$ cat src/design/awc_pkg.sv
// ----------------------------------------------------------------------------
// awc_pkg: shared definitions for the attention window crop block
// Sizes, field layout of the stream words, register codes and the types
// that travel between the front end, the queue and the back end.
// ----------------------------------------------------------------------------
`default_nettype none

package awc_pkg;

  // Store and window limits
  localparam int MAX_WIDTH  = 256;
  localparam int MAX_HEIGHT = 256;
  localparam int MAX_RADIUS = 31;
  localparam int PIXEL_BITS = 8;

  localparam int MAX_SIDE = (MAX_WIDTH > MAX_HEIGHT) ? MAX_WIDTH : MAX_HEIGHT;
  localparam int COL_W    = $clog2(MAX_WIDTH);
  localparam int ROW_W    = $clog2(MAX_HEIGHT);
  localparam int ADDR_W   = $clog2(MAX_WIDTH * MAX_HEIGHT);
  localparam int SIZE_W   = $clog2(MAX_SIDE + 1);
  localparam int RAD_W    = $clog2(MAX_RADIUS + 1);
  localparam int DEPTH    = MAX_WIDTH * MAX_HEIGHT;

  // Fixed field widths of the stream items
  localparam int LOAD_W    = 8;
  localparam int PIXIN_W   = 8;
  localparam int WIN_W     = 6;
  localparam int FOC_W     = 17;
  localparam int PIXOUT_W  = 8;
  localparam int FRAC_BITS = 16;

  // Input tdata layout, lowest field first
  localparam int LDX_LSB    = 0;
  localparam int LDY_LSB    = LDX_LSB + LOAD_W;
  localparam int PIXIN_LSB  = LDY_LSB + LOAD_W;
  localparam int WINI_LSB   = PIXIN_LSB + PIXIN_W;
  localparam int WINJ_LSB   = WINI_LSB + WIN_W;
  localparam int FOCX_LSB   = WINJ_LSB + WIN_W;
  localparam int FOCY_LSB   = FOCX_LSB + FOC_W;
  localparam int IN_FIELD_W = FOCY_LSB + FOC_W;
  localparam int IN_TDATA_W = ((IN_FIELD_W + 7) / 8) * 8;
  localparam int OUT_TDATA_W = ((PIXOUT_W + 7) / 8) * 8;

  // Configuration port
  localparam int CFG_DATA_W = 9;
  localparam int CFG_IDX_W  = 3;
  localparam int CFG_SIZE_FW = 9;
  localparam int CFG_RAD_FW  = 5;

  // Register values after reset
  localparam int RST_WIDTH  = (256 > MAX_WIDTH) ? MAX_WIDTH : 256;
  localparam int RST_HEIGHT = (256 > MAX_HEIGHT) ? MAX_HEIGHT : 256;
  localparam int RST_RADIUS = (15 > MAX_RADIUS) ? MAX_RADIUS : 15;

  // Queue between front and back end
  localparam int FIFO_DEPTH = 4;
  localparam int FIFO_PTR_W = $clog2(FIFO_DEPTH);
  localparam int FIFO_CNT_W = $clog2(FIFO_DEPTH + 1);

  typedef enum logic {
    MODE_LOAD = 1'b0,
    MODE_READ = 1'b1
  } mode_t;

  typedef enum logic [CFG_IDX_W-1:0] {
    CFG_WIDTH  = 3'd0,
    CFG_HEIGHT = 3'd1,
    CFG_RADIUS = 3'd2,
    CFG_SCALE  = 3'd3,
    CFG_MASK   = 3'd4
  } cfg_idx_t;

  typedef struct packed {
    logic [SIZE_W-1:0] width;
    logic [SIZE_W-1:0] height;
    logic [RAD_W-1:0]  radius;
    logic              scale;
    logic              mask;
  } cfg_t;

  typedef struct packed {
    mode_t                 mode;
    logic                  zero;
    logic [ADDR_W-1:0]     addr;
    logic [PIXEL_BITS-1:0] data;
  } q_entry_t;

endpackage

`default_nettype wire

$ cat src/design/awc_fifo.sv
// ----------------------------------------------------------------------------
// awc_fifo: short queue between front and back end
// Holds classified items so that the front keeps taking input while the
// back end waits on the result channel.
// ----------------------------------------------------------------------------
`default_nettype none

module awc_fifo (
  input  logic               clk,
  input  logic               rst_n,
  input  logic               push,
  input  awc_pkg::q_entry_t  push_data,
  output logic               full,
  input  logic               pop,
  output awc_pkg::q_entry_t  head,
  output logic               empty
);
  import awc_pkg::*;

  q_entry_t              mem_r [FIFO_DEPTH];
  logic [FIFO_PTR_W-1:0] wr_ptr_r, wr_ptr_nxt;
  logic [FIFO_PTR_W-1:0] rd_ptr_r, rd_ptr_nxt;
  logic [FIFO_CNT_W-1:0] count_r, count_nxt;

  assign full  = (count_r == FIFO_CNT_W'(FIFO_DEPTH));
  assign empty = (count_r == '0);
  assign head  = mem_r[rd_ptr_r];

  // Advance pointers and occupancy
  always_comb begin
    wr_ptr_nxt = wr_ptr_r;
    rd_ptr_nxt = rd_ptr_r;
    count_nxt  = count_r;
    if (push) begin
      wr_ptr_nxt = (wr_ptr_r == FIFO_PTR_W'(FIFO_DEPTH - 1)) ? '0 : wr_ptr_r + 1'b1;
    end
    if (pop) begin
      rd_ptr_nxt = (rd_ptr_r == FIFO_PTR_W'(FIFO_DEPTH - 1)) ? '0 : rd_ptr_r + 1'b1;
    end
    if (push && !pop) begin
      count_nxt = count_r + 1'b1;
    end else if (pop && !push) begin
      count_nxt = count_r - 1'b1;
    end
  end

  always_ff @(posedge clk) begin
    if (!rst_n) begin
      wr_ptr_r <= '0;
      rd_ptr_r <= '0;
      count_r  <= '0;
    end else begin
      wr_ptr_r <= wr_ptr_nxt;
      rd_ptr_r <= rd_ptr_nxt;
      count_r  <= count_nxt;
    end
  end

  // Store pushed entries
  always_ff @(posedge clk) begin
    if (push) begin
      mem_r[wr_ptr_r] <= push_data;
    end
  end

`ifndef SYNTHESIS
  ap_no_overflow: assert property (@(posedge clk) disable iff (!rst_n)
    !(push && full))
    else $error("queue pushed while full");

  ap_no_underflow: assert property (@(posedge clk) disable iff (!rst_n)
    !(pop && empty))
    else $error("queue popped while empty");

  ap_count_up: assert property (@(posedge clk) disable iff (!rst_n)
    (push && !pop) |=> (count_r == $past(count_r) + 1'b1))
    else $error("queue occupancy did not grow on push");
`endif

endmodule

`default_nettype wire

$ cat config.mk
export PLATFORM = sky130hd
export DESIGN_NAME = awc_fifo
export DESIGN_NICKNAME = d
export VERILOG_FILES = /design/src/design/awc_pkg.sv /design/src/design/awc_fifo.sv
export SDC_FILE = /design/constraint.sdc
export NUM_CORES = 1
export LEC_CHECK = 0
export BUFFER_PORTS_ARGS = -buffer_cell sky130_fd_sc_hd__buf_4
export CAP_MARGIN = 30
export CORE_AREA = 2 2 96 98
export CTS_CLUSTER_SIZE = 24
export DETAILED_ROUTE_END_ITERATION = 10
export DIE_AREA = 0 0 98 100
export GPL_TIMING_DRIVEN = 0
export PLACE_DENSITY_LB_ADDON = 0.12
export SETUP_SLACK_MARGIN = 0.02
export SLEW_MARGIN = 30
export SYNTH_ARGS = -nofsm -noshare
export SYNTH_HDL_FRONTEND = slang
export SYNTH_SLANG_ARGS = --single-unit
$ cat constraint.sdc
create_clock -name clk -period 4.93 [get_ports clk]
set_input_delay 0.493 -clock clk [delete_from_list [all_inputs] [get_ports clk]]
set_output_delay 0.493 -clock clk [all_outputs]
set_load 0.1 [all_outputs]
==> impl_metrics.ini, run 1 <==
[placed_design]
dpl.cell_count = 349
gp_congestion = 0.6622
io_buffers = 57
place_hpwl_um = 4015

[critical_path]
crit_family = buffers and inverters
path_cells = clkbuf_2 -> buf_2 -> mux4_2 -> buf_4
critPathKind = flip-flop to output port
ff2ff_path_depth = 2
crit_arrival_ps = 1950
path_buf_inv = 3
start_kind = flip-flop
crit_slowest_cell = mux4_2
cp.depth = 4
worstPathRequired_ps = 4440
crit_fanout = 10
crit_path_max_incr_delay_ps = 360
end_kind = output port

[die]
core_area_mm2 = 0.008890
die_h_um = 100
die-area_mm2 = 0.009800
dieWidth_um = 98
rows = 35
io_pins = 58
start_util_pct = 47.87

[clocking]
clkSinkCount = 113
h-tree-depth = 4
clk_path_buf_depth = 2
cts_setup_buffers = 0
cts_tree = done
clock-root-buffer = clkbuf_8
ctsHoldBuffers = 0
numCtsBuffers = 17
cts_resized = 0
clk_latency_ps = 500
clk_pin_slew_ps = 60

[synthesis]
synth.cell_area_mm2 = 0.004255
synthDistinctLibCells = 23
synthCells = 180
ys_seq_area_share_pct = 77.62
synth_seq_cells = 113
yosysWarnings = 0
syn_nets = 217
postSynthAreaPerCell_um2 = 23.64

[timing]
whs_ps = 187.5
rsz0062_at_grt = false
tns_ps = 0
finalHoldViolCount = 0
fin_crit_sh_pct = 49.55
min_period_ps = 2443
tightest_slew_ps = 720.3
slew_headroom_pct = 51.98
max_freq_mhz = 409.4
finClkSkew_ps = 7.631
maxSlewViolCount = 0
final-setup-viol-count = 0

[layout]
multi_input_area_um2 = 875.8
final_util_pct = 61.70
drive_above_1_share_pct = 43.70
seqCellArea_mm2 = 0.003303
num-nets-final = 294
fill_cells = 631
final_cells = 381
syn_to_final_growth_pct = 28.90
n_antenna_cell = 0

[grt]
gr-total-overflow = 0
grt_max_degree = 27
grt.total_usage_pct = 15.22
grt_pass1_wl_um = 10670
grt_pass1_vias = 2031
antenna_found_initial = 0

[power]
pwr-share-clk_pct = 44.9
power_frac_comb_pct = 15.7
p_sw_w = 0.0007418
ir_drop_mv = 0.2947
p_int_w = 0.002085
swShare_pct = 26.24
p_leak_nw = 1.954
power_density_mw_per_mm2 = 515.4
sequentialPowerShare_pct = 39.3

[route]
viasPerCell = 5.118
drtPass1Iterations = 4
drt-total-wl_um = 6671
wire_per_inst_um = 17.51
dr_total_vias = 1950
initialDrtViolationCount = 74
drcViolationCount = 0
ant_nets = 0

[outcome]
status = completed

[hold_path]
hold_depth = 1
hold_path.class = input pin to flip-flop

[job]
drv_cap = 0
flip-flops by register name, summed over array words and instances (netlist names), named ones only:
signal / flops
count_r: 3
wr_ptr_r: 2
rd_ptr_r: 2
mem_r: 104
Yosys cell counts, drive strengths merged:
| master | count | share of area [%] |
|---|---|---|
| nor3b | 1 | 0.18 |
| xor2 | 1 | 0.21 |
| a21boi | 1 | 0.18 |
| and2 | 5 | 0.74 |
| inv | 4 | 0.35 |
| nor3 | 2 | 0.24 |
| ha | 6 | 1.8 |
| dfxtp | 9 | 4.2 |
| clkbuf | 1 | 0.12 |
| o21ai | 1 | 0.12 |
| xnor2 | 1 | 0.21 |
| mux2i | 4 | 0.94 |
| edfxtp | 104 | 73 |
| nor2b | 5 | 0.74 |
| nor2 | 1 | 0.088 |
| buf | 5 | 1.4 |
| or3 | 1 | 0.15 |
| o21a | 1 | 0.18 |
| fa | 1 | 0.47 |
| mux4 | 26 | 14 |
area by class of cell:
| class | count | share of cell area [%] |
|---|---|---|
| Sequential cell | 113 | 60.22 |
| Multi-Input combinational cell | 57 | 15.97 |
| Timing Repair Buffer | 58 | 8.303 |
| Clock buffer | 17 | 7.550 |
| Clock inverter | 15 | 3.946 |
| Tap cell | 111 | 2.532 |
| Buffer | 6 | 1.209 |
| Inverter | 4 | 0.2737 |
worst paths after layout:
path / from / end / slack [ps]
hold / removal: push_data[8] / mem_r[1][8] / 190
setup / recovery: flip-flop / head[21] / 2490
hold reg to reg: count_r[2] / count_r[2] / 520
setup reg to reg: wr_ptr_r[0] / mem_r[3][22] / 3350
power groups by stage:
stage / Sequential (W) / Combinational (W) / Clock (W)
after floorplan: 0.00113 / 0.000346 / 0
after global placement: 0.00113 / 0.000441 / 0
after detailed placement: 0.00113 / 0.000451 / 0
after CTS: 0.00111 / 0.000451 / 0.00129
after global routing: 0.00112 / 0.000464 / 0.00134
final: 0.00111 / 0.000445 / 0.00127
metal layers:
layer / up-vias / track usage [%] / wire (um)
li1: 909 / - / -
met1: 984 / 18.90 / 2801
met2: 46 / 23.71 / 3435
met3: 11 / 5.501 / 333
met4: 0 / 8.013 / 101
met5: - / 0 / 0
cell usage in the layout (no fill, tap or decap), drive strengths merged, types with 2 or more instances in the layout:
master / count
and2: 5
buf: 63
bufinv: 5
clkbuf: 18
clkinv: 7
clkinvlp: 3
dfxtp: 9
edfxtp: 104
ha: 6
inv: 4
mux2i: 4
mux4: 26
nor2b: 5
nor3: 2
kinds of logic (layout without fill, tap and decap cells):
logic type / after synthesis / after routing / synth area share [%]
flip-flops: 113 / 113 / 77.62
multiplexers: 30 / 30 / 15.23
AND/OR/NAND/NOR: 15 / 15 / 2.117
buffers and inverters: 10 / 100 / 1.911
adder cells (fa/ha/maj): 7 / 7 / 2.235
AO/OA/AOI/OAI: 3 / 3 / 0.4705
XOR/XNOR: 2 / 2 / 0.4117
stage by stage:
| step | worst slack, ps | instance area [um^2] | total power (W) |
|---|---|---|---|
| floorplan | 1884 | 4255 | 0.001474 |
| global placement | 2746 | 4822 | 0.001572 |
| detailed placement | 2927 | 4855 | 0.001582 |
| CTS | 2419 | 5485 | 0.002856 |
| global route | 2372 | 5485 | 0.002921 |
| finish | 2487 | 5485 | 0.002827 |
Power figures use the tool's default switching activity.
==> inputs of run 2 (changes only) <==
Clock period 4.93 ns to 2.5 ns, I/O delays scaled along.
==> run 2 against run 1 <==
Against the previous run:
- routed wire length rose by 5.5%
- sequential cell count did not move
- worst hold slack got worse by 120 ps
- via count rose by 6.5%
- count of clock-buffer cells in the layout rose by 1
- die area did not move
- total power rose by 100%
- combinational power rose by 110%
- cell area rose by 5.6%
- critical path depth did not move
- setup slack got worse by 2200 ps
- first-iteration DRC count rose by 84%
- critical endpoint is now head[24]
- largest cell class unchanged
==> impl_metrics.ini, run 2 (same netlist as run 1, synthesis figures left out) <==
[outcome]
status = completed

[timing]
finalHoldViolCount = 0
maxSlewViolCount = 0
slew_headroom_pct = 53.22
tightest_slew_ps = 701.6
max_freq_mhz = 452.7
fin_crit_sh_pct = 88.37
finClkSkew_ps = 5.278
whs_ps = 70.10
final-setup-viol-count = 0
min_period_ps = 2209
rsz0062_at_grt = false
tns_ps = 0

[clocking]
clk_path_buf_depth = 2
clock-root-buffer = clkbuf_8
numCtsBuffers = 17
clk_latency_ps = 500
clk_pin_slew_ps = 50
h-tree-depth = 4
cts_tree = done
cts_setup_buffers = 0
clkSinkCount = 113

[placed_design]
io_buffers = 57
gp_congestion = 0.6196
place_hpwl_um = 4136

[layout]
drive_above_1_share_pct = 40.60
top_register = mem_r
n_antenna_cell = 0
num-nets-final = 322
largest_reg_flops = 104
top_regs = mem_r x104, count_r x3
fill_cells = 609
seqCellArea_mm2 = 0.003303
layout_commonest_cell = edfxtp_1
syn_to_final_growth_pct = 36.14
multi_input_area_um2 = 885.9
mostFrequentLayoutCells = 104 x edfxtp_1, 57 x buf_4, 27 x dlygate4sd3_1

[route]
dr_total_vias = 2076
wl_met3_um = 309
wire_per_inst_um = 17.20
top_layer = met4
initialDrtViolationCount = 136
met2_wirelength_um = 3522
ant_nets = 0
viasPerCell = 5.076
drtPass1Iterations = 6
met1Wirelength_um = 3109
drcViolationCount = 0
drt-total-wl_um = 7036

[hold_path]
hold_path.class = input pin to flip-flop
hold_start = push

[power]
p_sw_w = 0.001492
ir_drop_mv = 0.4238
swShare_pct = 26.43
p_int_w = 0.004153
power_frac_comb_pct = 16.4
pwr-share-clk_pct = 44.7
power_density_mw_per_mm2 = 974.4
p_leak_nw = 2.083
sequentialPowerShare_pct = 38.9

[grt]
grt_pass1_wl_um = 11320
antenna_found_initial = 0
grt_pass1_vias = 2162
grt_max_degree = 27
gr-total-overflow = 0
grt.total_usage_pct = 16.14

[critical_path]
critPathKind = flip-flop to output port
end_kind = output port
start_kind = flip-flop
crit_fanout = 10
r2r_start = wr_ptr_r[0]
crit_arrival_ps = 1960
rrSetupSlack_ps = 930
worstPathRequired_ps = 2250

[job]
drv_cap = 0

[die]
start_util_pct = 47.87
die-area_mm2 = 0.009800
io_pins = 58
dieWidth_um = 98
die_h_um = 100
rows = 35
core_area_mm2 = 0.008890
-- run 2: cell types whose count changed in the layout (fill, tap and decap cells not counted) --
cell	delta
dlygate4sd3_1	+27
buf_16	+1
clkbuf_1	+1
clkinv_1	-1
clkinv_4	-1
inv_6	+1
nor3_1	-1
nor3_2	+1
nor3b_1	-1
nor3b_2	+1
-- run 2: area by class of cell --
class                           count  share of cell area [%]
Multi-Input combinational cell     57                   15.29
Timing Repair Buffer               86                   13.00
Tap cell                          111                   2.397
Sequential cell                   113                   57.02
Buffer                              6                   1.145
Clock buffer                       18                   7.214
Inverter                            4                  0.2592
Clock inverter                     14                   3.672
-- run 2: repair_timing --
item                                   in CTS  in global routing
hold buffers                               27                  0
endpoints found under the hold margin     107                  0
resized for setup                           0                  0
-- run 2: per-layer routing --
layer | vias up | track usage (%)
li1 | 964 | -
met1 | 1048 | 20.33
met2 | 51 | 25.08
met3 | 13 | 6.058
met4 | 0 | 7.692
met5 | - | 0
-- run 2: power groups by stage --
stage                     combinational, W  sequential [W]  clock, W
after floorplan                   0.000685         0.00223         0
after global placement            0.000877         0.00223         0
after detailed placement          0.000900         0.00223         0
after CTS                         0.000936         0.00220   0.00256
after global routing              0.000969         0.00220   0.00267
final                             0.000925         0.00219   0.00253
-- run 2: stage by stage --
stage / worst slack (ps) / utilization (%) / std cells / instance area [um^2] / total power, W
final: 290.8 / 65.17 / 409 / 5793 / 0.005644
after global routing: 163.5 / 65.17 / 409 / 5793 / 0.005843
after CTS: 226.4 / 65.17 / 409 / 5793 / 0.005694
after detailed placement: 765.3 / 55.03 / 350 / 4892 / 0.003133
after global placement: 388.4 / 54.36 / 348 / 4832 / 0.003109
after floorplan: 671.4 / - / 180 / 4265 / 0.002911
-- run 2: path summary, 6_finish.rpt --
kind                      end  depth (start not counted)
setup / recovery     head[24]                          4
hold / removal    wr_ptr_r[0]                          3
setup reg to reg  mem_r[3][4]                          2
hold reg to reg    count_r[2]                          2
-- run 2: worst max-delay path, stage by stage (launching register included) --
cell,delay [ps]
dfxtp_1,310
clkbuf_2,200
buf_2,320
mux4_2,370
buf_4,250
