==> config.mk <==
export PLATFORM = sky130hd
export DESIGN_NAME = awc_front
export DESIGN_NICKNAME = d
export VERILOG_FILES = /design/src/design/awc_pkg.sv /design/src/design/awc_front.sv
export SDC_FILE = /design/constraint.sdc
export NUM_CORES = 1
export LEC_CHECK = 0
export ABC_AREA = 1
export BUFFER_PORTS_ARGS = -buffer_cell sky130_fd_sc_hd__buf_4
export CAP_MARGIN = 25
export CORE_ASPECT_RATIO = 1.1
export CORE_UTILIZATION = 30
export CTS_CLUSTER_SIZE = 40
export DETAILED_ROUTE_END_ITERATION = 6
export PLACE_DENSITY = 0.56
export SYNTH_ARGS = -nofsm -noshare
export SYNTH_HDL_FRONTEND = slang
export SYNTH_SLANG_ARGS = --single-unit
==> constraint.sdc <==
create_clock -name clk -period 6.97 [get_ports clk]
set_input_delay 2.091 -clock clk [delete_from_list [all_inputs] [get_ports clk]]
set_output_delay 2.091 -clock clk [all_outputs]
set_load 0.01 [all_outputs]
==> src/design/awc_pkg.sv <==
// ----------------------------------------------------------------------------
// awc_pkg: shared definitions for the attention window crop block
// Sizes, field layout of the stream words, register codes and the types
// that travel between the front end, the queue and the back end.
// ----------------------------------------------------------------------------
`default_nettype none

package awc_pkg;

  // Store and window limits
  localparam int MAX_WIDTH  = 256;
  localparam int MAX_HEIGHT = 256;
  localparam int MAX_RADIUS = 31;
  localparam int PIXEL_BITS = 8;

  localparam int MAX_SIDE = (MAX_WIDTH > MAX_HEIGHT) ? MAX_WIDTH : MAX_HEIGHT;
  localparam int COL_W    = $clog2(MAX_WIDTH);
  localparam int ROW_W    = $clog2(MAX_HEIGHT);
  localparam int ADDR_W   = $clog2(MAX_WIDTH * MAX_HEIGHT);
  localparam int SIZE_W   = $clog2(MAX_SIDE + 1);
  localparam int RAD_W    = $clog2(MAX_RADIUS + 1);
  localparam int DEPTH    = MAX_WIDTH * MAX_HEIGHT;

  // Fixed field widths of the stream items
  localparam int LOAD_W    = 8;
  localparam int PIXIN_W   = 8;
  localparam int WIN_W     = 6;
  localparam int FOC_W     = 17;
  localparam int PIXOUT_W  = 8;
  localparam int FRAC_BITS = 16;

  // Input tdata layout, lowest field first
  localparam int LDX_LSB    = 0;
  localparam int LDY_LSB    = LDX_LSB + LOAD_W;
  localparam int PIXIN_LSB  = LDY_LSB + LOAD_W;
  localparam int WINI_LSB   = PIXIN_LSB + PIXIN_W;
  localparam int WINJ_LSB   = WINI_LSB + WIN_W;
  localparam int FOCX_LSB   = WINJ_LSB + WIN_W;
  localparam int FOCY_LSB   = FOCX_LSB + FOC_W;
  localparam int IN_FIELD_W = FOCY_LSB + FOC_W;
  localparam int IN_TDATA_W = ((IN_FIELD_W + 7) / 8) * 8;
  localparam int OUT_TDATA_W = ((PIXOUT_W + 7) / 8) * 8;

  // Configuration port
  localparam int CFG_DATA_W = 9;
  localparam int CFG_IDX_W  = 3;
  localparam int CFG_SIZE_FW = 9;
  localparam int CFG_RAD_FW  = 5;

  // Register values after reset
  localparam int RST_WIDTH  = (256 > MAX_WIDTH) ? MAX_WIDTH : 256;
  localparam int RST_HEIGHT = (256 > MAX_HEIGHT) ? MAX_HEIGHT : 256;
  localparam int RST_RADIUS = (15 > MAX_RADIUS) ? MAX_RADIUS : 15;

  // Queue between front and back end
  localparam int FIFO_DEPTH = 4;
  localparam int FIFO_PTR_W = $clog2(FIFO_DEPTH);
  localparam int FIFO_CNT_W = $clog2(FIFO_DEPTH + 1);

  typedef enum logic {
    MODE_LOAD = 1'b0,
    MODE_READ = 1'b1
  } mode_t;

  typedef enum logic [CFG_IDX_W-1:0] {
    CFG_WIDTH  = 3'd0,
    CFG_HEIGHT = 3'd1,
    CFG_RADIUS = 3'd2,
    CFG_SCALE  = 3'd3,
    CFG_MASK   = 3'd4
  } cfg_idx_t;

  typedef struct packed {
    logic [SIZE_W-1:0] width;
    logic [SIZE_W-1:0] height;
    logic [RAD_W-1:0]  radius;
    logic              scale;
    logic              mask;
  } cfg_t;

  typedef struct packed {
    mode_t                 mode;
    logic                  zero;
    logic [ADDR_W-1:0]     addr;
    logic [PIXEL_BITS-1:0] data;
  } q_entry_t;

endpackage

`default_nettype wire

==> src/design/awc_front.sv <==
// ----------------------------------------------------------------------------
// awc_front: input side of the attention window crop
// Takes stream items, scales the focus point if scaling is on, forms the
// source position, checks image bounds, window bounds and circular mask,
// and hands a memory access (write or read with a zero flag) to the queue.
// ----------------------------------------------------------------------------
`default_nettype none

module awc_front (
  input  logic                            clk,
  input  logic                            rst_n,
  input  awc_pkg::cfg_t                   cfg,
  input  logic                            in_tvalid,
  output logic                            in_tready,
  input  logic [awc_pkg::IN_TDATA_W-1:0]  in_tdata,
  input  logic                            in_tuser,
  output logic                            q_push,
  output awc_pkg::q_entry_t               q_data,
  input  logic                            q_full
);
  import awc_pkg::*;

  localparam int PROD_A = SIZE_W + 1 + FOC_W;
  localparam int PROD_B = FOC_W + FRAC_BITS;
  localparam int PROD_W = (PROD_A > PROD_B) ? PROD_A : PROD_B;
  localparam int CEN_W  = PROD_W - FRAC_BITS;
  localparam int SX_W   = CEN_W + 2;
  localparam int DIFF_W = ((WIN_W > RAD_W) ? WIN_W : RAD_W) + 2;
  localparam int SQ_W   = 2 * DIFF_W;
  localparam int FRAC_MASK = (1 << FRAC_BITS) - 1;

  // Unpack the input word
  mode_t                    in_mode;
  logic [LOAD_W-1:0]        ld_x, ld_y;
  logic [PIXIN_W-1:0]       pix_in;
  logic [WIN_W-1:0]         win_i, win_j;
  logic signed [FOC_W-1:0]  foc_x, foc_y;

  assign in_mode = mode_t'(in_tuser);
  assign ld_x    = in_tdata[LDX_LSB +: LOAD_W];
  assign ld_y    = in_tdata[LDY_LSB +: LOAD_W];
  assign pix_in  = in_tdata[PIXIN_LSB +: PIXIN_W];
  assign win_i   = in_tdata[WINI_LSB +: WIN_W];
  assign win_j   = in_tdata[WINJ_LSB +: WIN_W];
  assign foc_x   = $signed(in_tdata[FOCX_LSB +: FOC_W]);
  assign foc_y   = $signed(in_tdata[FOCY_LSB +: FOC_W]);

  // Stage one: focus products, window offsets and their squares
  logic signed [SIZE_W:0]       sz_x, sz_y;
  logic signed [SIZE_W+FOC_W:0] prod_x, prod_y;
  logic signed [PROD_W-1:0]     cen_raw_x, cen_raw_y;
  logic signed [DIFF_W-1:0]     di, dj;
  logic signed [SQ_W-1:0]       sq_i, sq_j;
  logic                         in_win, ld_ok;
  logic [ADDR_W-1:0]            ld_addr;

  assign sz_x   = $signed({1'b0, cfg.width});
  assign sz_y   = $signed({1'b0, cfg.height});
  assign prod_x = sz_x * foc_x;
  assign prod_y = sz_y * foc_y;

  // Integer focus is shifted up so the same truncation returns it unchanged
  assign cen_raw_x = cfg.scale ? PROD_W'(prod_x) : (PROD_W'(foc_x) <<< FRAC_BITS);
  assign cen_raw_y = cfg.scale ? PROD_W'(prod_y) : (PROD_W'(foc_y) <<< FRAC_BITS);

  assign di   = $signed(DIFF_W'(win_i)) - $signed(DIFF_W'(cfg.radius));
  assign dj   = $signed(DIFF_W'(win_j)) - $signed(DIFF_W'(cfg.radius));
  assign sq_i = di * di;
  assign sq_j = dj * dj;

  assign in_win = (DIFF_W'(win_i) <= (DIFF_W'(cfg.radius) << 1)) &&
                  (DIFF_W'(win_j) <= (DIFF_W'(cfg.radius) << 1));

  assign ld_ok   = (32'(ld_x) < MAX_WIDTH) && (32'(ld_y) < MAX_HEIGHT);
  assign ld_addr = ADDR_W'(ADDR_W'(ld_y) * ADDR_W'(MAX_WIDTH)) + ADDR_W'(ld_x);

  logic                     s1_v_r, s1_v_nxt;
  mode_t                    s1_mode_r;
  logic                     s1_ld_ok_r;
  logic [ADDR_W-1:0]        s1_ld_addr_r;
  logic [PIXEL_BITS-1:0]    s1_pix_r;
  logic [WIN_W-1:0]         s1_wi_r, s1_wj_r;
  logic signed [PROD_W-1:0] s1_cx_r, s1_cy_r;
  logic [SQ_W-1:0]          s1_sqi_r, s1_sqj_r;
  logic                     s1_in_win_r;

  logic     s2_v_r, s2_v_nxt;
  q_entry_t s2_entry_r;
  logic     s1_ready, s2_ready, s1_keep, in_xfer;

  assign s2_ready  = !s2_v_r || !q_full;
  assign s1_ready  = !s1_v_r || s2_ready;
  assign in_tready = s1_ready;
  assign in_xfer   = in_tvalid && s1_ready;

  // Stage two: truncate centre toward zero, form source position and checks
  logic signed [PROD_W-1:0] bias_x, bias_y, tr_x, tr_y;
  logic signed [CEN_W-1:0]  cx, cy;
  logic signed [SX_W-1:0]   sx, sy;
  logic                     ok_x, ok_y, in_circle;
  logic [2*RAD_W-1:0]       rr;
  logic [SQ_W:0]            sq_sum;
  logic [ADDR_W-1:0]        rd_addr;
  q_entry_t                 s2_entry_nxt;

  assign bias_x = s1_cx_r[PROD_W-1] ? PROD_W'(FRAC_MASK) : '0;
  assign bias_y = s1_cy_r[PROD_W-1] ? PROD_W'(FRAC_MASK) : '0;
  assign tr_x   = s1_cx_r + bias_x;
  assign tr_y   = s1_cy_r + bias_y;
  assign cx     = tr_x[PROD_W-1:FRAC_BITS];
  assign cy     = tr_y[PROD_W-1:FRAC_BITS];

  assign sx = $signed(SX_W'(s1_wi_r)) + SX_W'(cx) - $signed(SX_W'(cfg.radius));
  assign sy = $signed(SX_W'(s1_wj_r)) + SX_W'(cy) - $signed(SX_W'(cfg.radius));

  assign ok_x = !sx[SX_W-1] && (sx < $signed(SX_W'(cfg.width)));
  assign ok_y = !sy[SX_W-1] && (sy < $signed(SX_W'(cfg.height)));

  assign rr        = cfg.radius * cfg.radius;
  assign sq_sum    = (SQ_W+1)'(s1_sqi_r) + (SQ_W+1)'(s1_sqj_r);
  assign in_circle = sq_sum < (SQ_W+1)'(rr);

  assign rd_addr = ADDR_W'(ADDR_W'(sy[ROW_W-1:0]) * ADDR_W'(MAX_WIDTH)) +
                   ADDR_W'(sx[COL_W-1:0]);

  // Drop loads that fall outside the store
  assign s1_keep = (s1_mode_r == MODE_READ) || s1_ld_ok_r;

  always_comb begin
    s2_entry_nxt.mode = s1_mode_r;
    s2_entry_nxt.data = s1_pix_r;
    s2_entry_nxt.zero = !(s1_in_win_r && ok_x && ok_y && (!cfg.mask || in_circle));
    s2_entry_nxt.addr = (s1_mode_r == MODE_READ) ? rd_addr : s1_ld_addr_r;
  end

  // Stage valids
  assign s1_v_nxt = in_xfer || (s1_v_r && !s2_ready);
  assign s2_v_nxt = (s1_v_r && s2_ready && s1_keep) || (s2_v_r && q_full);

  always_ff @(posedge clk) begin
    if (!rst_n) begin
      s1_v_r <= 1'b0;
      s2_v_r <= 1'b0;
    end else begin
      s1_v_r <= s1_v_nxt;
      s2_v_r <= s2_v_nxt;
    end
  end

  // Stage payloads
  always_ff @(posedge clk) begin
    if (in_xfer) begin
      s1_mode_r    <= in_mode;
      s1_ld_ok_r   <= ld_ok;
      s1_ld_addr_r <= ld_addr;
      s1_pix_r     <= PIXEL_BITS'(pix_in);
      s1_wi_r      <= win_i;
      s1_wj_r      <= win_j;
      s1_cx_r      <= cen_raw_x;
      s1_cy_r      <= cen_raw_y;
      s1_sqi_r     <= sq_i;
      s1_sqj_r     <= sq_j;
      s1_in_win_r  <= in_win;
    end
    if (s1_v_r && s2_ready) begin
      s2_entry_r <= s2_entry_nxt;
    end
  end

  assign q_push = s2_v_r && !q_full;
  assign q_data = s2_entry_r;

endmodule

`default_nettype wire

==> metrics.md <==
| Metric | Value |
|---|---|
| Outcome | `finished clean` |
| Die Span Y | `322.8 um` |
| Fin. max-slew vios | `0` |
| Synthesized area | `approximately 28000 um2` |
| Synth Area in XOR/XNOR | `2.803%` |
| Synthesized Nets | `4488` |
| Gate Count Post-Synth | `3745` |
| Combinational family with the most area after synthesis | `adder cells` |
| Area Overhead vs Synth | `15.92%` |
| Num CTS Buffers | `17` |
| Top-count cell post-synth | `nand2_1` |
| Yosys reg bits | `~160` |
| Worst EP arrival | `~6.9 ns` |
| Crit path buf inv count | `4` |
| Synth top area share | `about 24%` |
| Clk_lat worst skew | `slightly below 0.5 ns` |
| Share of layout cells above drive strength 1 | `10.55%` |
| Detailed router's first-iteration violation count | `roughly 1.1k` |
| Die area | `94810 um2` |
| Maxcap violations | `0` |
| CTS root buf | `clkbuf_16` |
| Initial antenna violation count | `1` |
| Num ports | `130` |
| Total number of H-tree levels | `4` |
| Register area share after synthesis | `between 10% and 20%` |
| FF-to-FF End | `q_data[24]` |
| Layout Nets | `4759` |
| Worst path slowest cell | `fa_1` |
| Final Skew | `~0.011 ns` |
| # port buffers | `127` |
| Hold slack final | `roughly 0.42 ns` |
| Synth top cells by count | `978 x nand2_1, 914 x inv_1, 341 x fa_1, 300 x ha_1, 244 x nor2_1` |
| CTS tree | `done` |
| CP Launch Type | `primary input` |
| Worst Hold Class | `flip-flop to flip-flop` |
| Max_slew headroom | `31.97%` |
| Wire per inst | `about 14 um` |
| Fmax | `approximately 0.15 GHz` |
| CP Class | `primary input to flip-flop` |
| Post-route ant nets | `0` |
| R2r startpoint | `s1_cx_r[32]` |
| Clock Path Buffers | `2` |
| Clock Sink Count | `roughly 160` |
| Final Hold Vio Count | `0` |
| CP top delay family | `adder cells` |
| Vias in the first global route | `roughly 24k` |
| First drt pass iteration count | `5` |
| Min Tclk post-route | `between 6 and 7 ns` |
| R2R depth | `27` |
| Synth Area in Simple Gates | `21.95%` |
| Fillers | `roughly 9.8k` |
| Ys flop type | `edfxtp_1` |
| DIE WIDTH | `just under 300 um` |
| Routed Wire Length | `between 70 and 80 mm` |
| Adder-cell share of the synthesized area | `37.69%` |
| Global route total overflow | `0` |
| Dpl hpwl | `63.53 mm` |
| Synth warn | `0` |
| Syn avg cell area | `between 7 and 8 um2` |
| Initial Util | `a little under a third` |
| Tcrit/Tclk final | `a little over nine tenths` |
| Area contributors post-synth | `fa_1 24%, edfxtp_1 17%, ha_1 13%` |
| Required time worst endpoint | `between 7 and 8 ns` |
| CP max FO | `5` |
| Largest area contributor in the netlist | `fa_1` |
| FFs w/ async S/R, synth | `0%` |
| HP Start | `s1_pix_r[1]` |
| Complex-gate fraction of the synthesized area | `under 10%` |
| RSZ-0062 raised after global routing | `false` |
| Most common cell on crit path | `nand2_1` |
| Post-synth EDFFs | `roughly 160` |
| Global-route wire length before repair | `about 120 mm` |
| Vias | `about 24k` |
| Setup-failing EPs final | `0` |
| # rows | `about 120` |
| Distinct cells, synth | `between 50 and 60` |
| Slew @ Worst Pin | `around 1 ns` |
| Worst Hold Endpoint | `q_data[1]` |
| Hold-fix buffers, CTS | `0` |
| Gr usage total | `between 15 and 20%` |
| Share of synthesized area spent on multiplexers | `0%` |
| FF-to-FF setup slack | `between 1 and 1.5 ns` |
| Hold Path Depth | `0` |
| Core Area | `92670 um2` |
| Largest net degree at the start of global routing | `96` |
| Via density | `4.485` |
| CP endpoint kind | `flip-flop` |
| Final Wtd Congestion | `slightly above 0.9` |
| Crit path largest cell delay | `about 0.54 ns` |
| Antenna diodes | `0` |
| DR DRC count | `0` |
| Clock transition at path regs | `0.08 ns` |
state kept, by name, summed over array words and instances, names as in the netlist:
register      cells
s1_v_r            1
s2_v_r            1
s1_cy_r          33
q_data           26
s1_mode_r         1
s1_ld_addr_r     16
s1_pix_r          8
s1_wj_r           6
s1_cx_r          33
s1_in_win_r       1
s1_wi_r           6
s1_sqi_r         13
s1_sqj_r         13
cell families (layout without fill, tap and decap cells):
kind of cell | count (synthesis) | after routing
AO/OA/AOI/OAI | 357 | 357
buffers and inverters | 1006 | 1290
flip-flops | 158 | 158
AND/OR/NAND/NOR | 1494 | 1494
XOR/XNOR | 89 | 89
adder cells (fa/ha/maj) | 641 | 641
cell usage in the layout (no fill, tap or decap), drive strengths merged, types with 3 or more instances in the layout:
cell      netlist  final
a211oi          3      3
a21o           18     18
a21oi         182    182
a31oi          13     13
and2            4      4
and3            3      3
buf            11    340
clkbuf         77     18
clkinv          0      6
clkinvlp        0      3
edfxtp        156    156
fa            341    341
ha            300    300
inv           918    921
nand2         985    985
nand3         139    139
nand3b          7      7
nand4          38     38
nor2          247    247
nor3           49     49
nor4            6      6
o2111ai         3      3
o211ai          3      3
o21a            7      7
o21ai          91     91
o21bai         23     23
o31ai           5      5
or2            16     16
xnor2          26     26
xor2           63     63
routing by layer:
layer / vias to the layer above / GRT usage, % / share of wire, %
met4: 2 / 4.664 / 2.3
met1: 11201 / 20.60 / 45
met2: 386 / 29.37 / 49
li1: 12004 / - / -
met3: 81 / 2.041 / 3.3
met5: - / 0 / 0.012
stage by stage:
stage / setup slack (ns) / std cells / setup TNS, ns / util (%) / area [um2]
detailed placement: -0.2139 / 5244 / -1.988 / 34.46 / 31930
finish: 0.3101 / 5278 / 0 / 35.12 / 32540
global route: 0.01528 / 5278 / 0 / 35.12 / 32540
CTS: 0.2733 / 5276 / 0 / 35.07 / 32500
global placement: -0.2510 / 5244 / -1.627 / 34.46 / 31930
floorplan: 0.03297 / 3745 / 0 / - / 28070
cell type report:
class | instances | area (um2) | share of cell area, %
multi-input cells | 2581 | 19590 | 60.21
repair buffers | 340 | 2640 | 8.113
clock buffers | 18 | 429.2 | 1.319
inverters | 918 | 3451 | 10.60
flip-flops and latches | 158 | 4725 | 14.52
clock inverters | 14 | 141.4 | 0.4345
well taps | 1249 | 1563 | 4.802
repair_timing:
item                                    4_1_cts  5_1_grt
endpoints found under the setup margin        0        5
resized for setup                             0        7
buffers inserted                              0        2
worst max-delay path by stage:
stage / from / end / slack (ns) / cells past startpoint
final: cfg[4] / s1_sqj_r[11] / 0.31 / 27
after global routing: cfg[2] / s1_sqi_r[12] / 0.02 / 24
after CTS: cfg[4] / s1_sqj_r[11] / 0.27 / 27
after detailed placement: cfg[4] / s1_sqj_r[11] / -0.21 / 25
after global placement: cfg[4] / s1_sqj_r[11] / -0.25 / 27
after floorplan: cfg[4] / s1_sqj_r[11] / 0.03 / 26
Power is left out: the tool's default activity adds up to more than one toggle a clock period on the data nets, which glitch-free logic cannot reach.
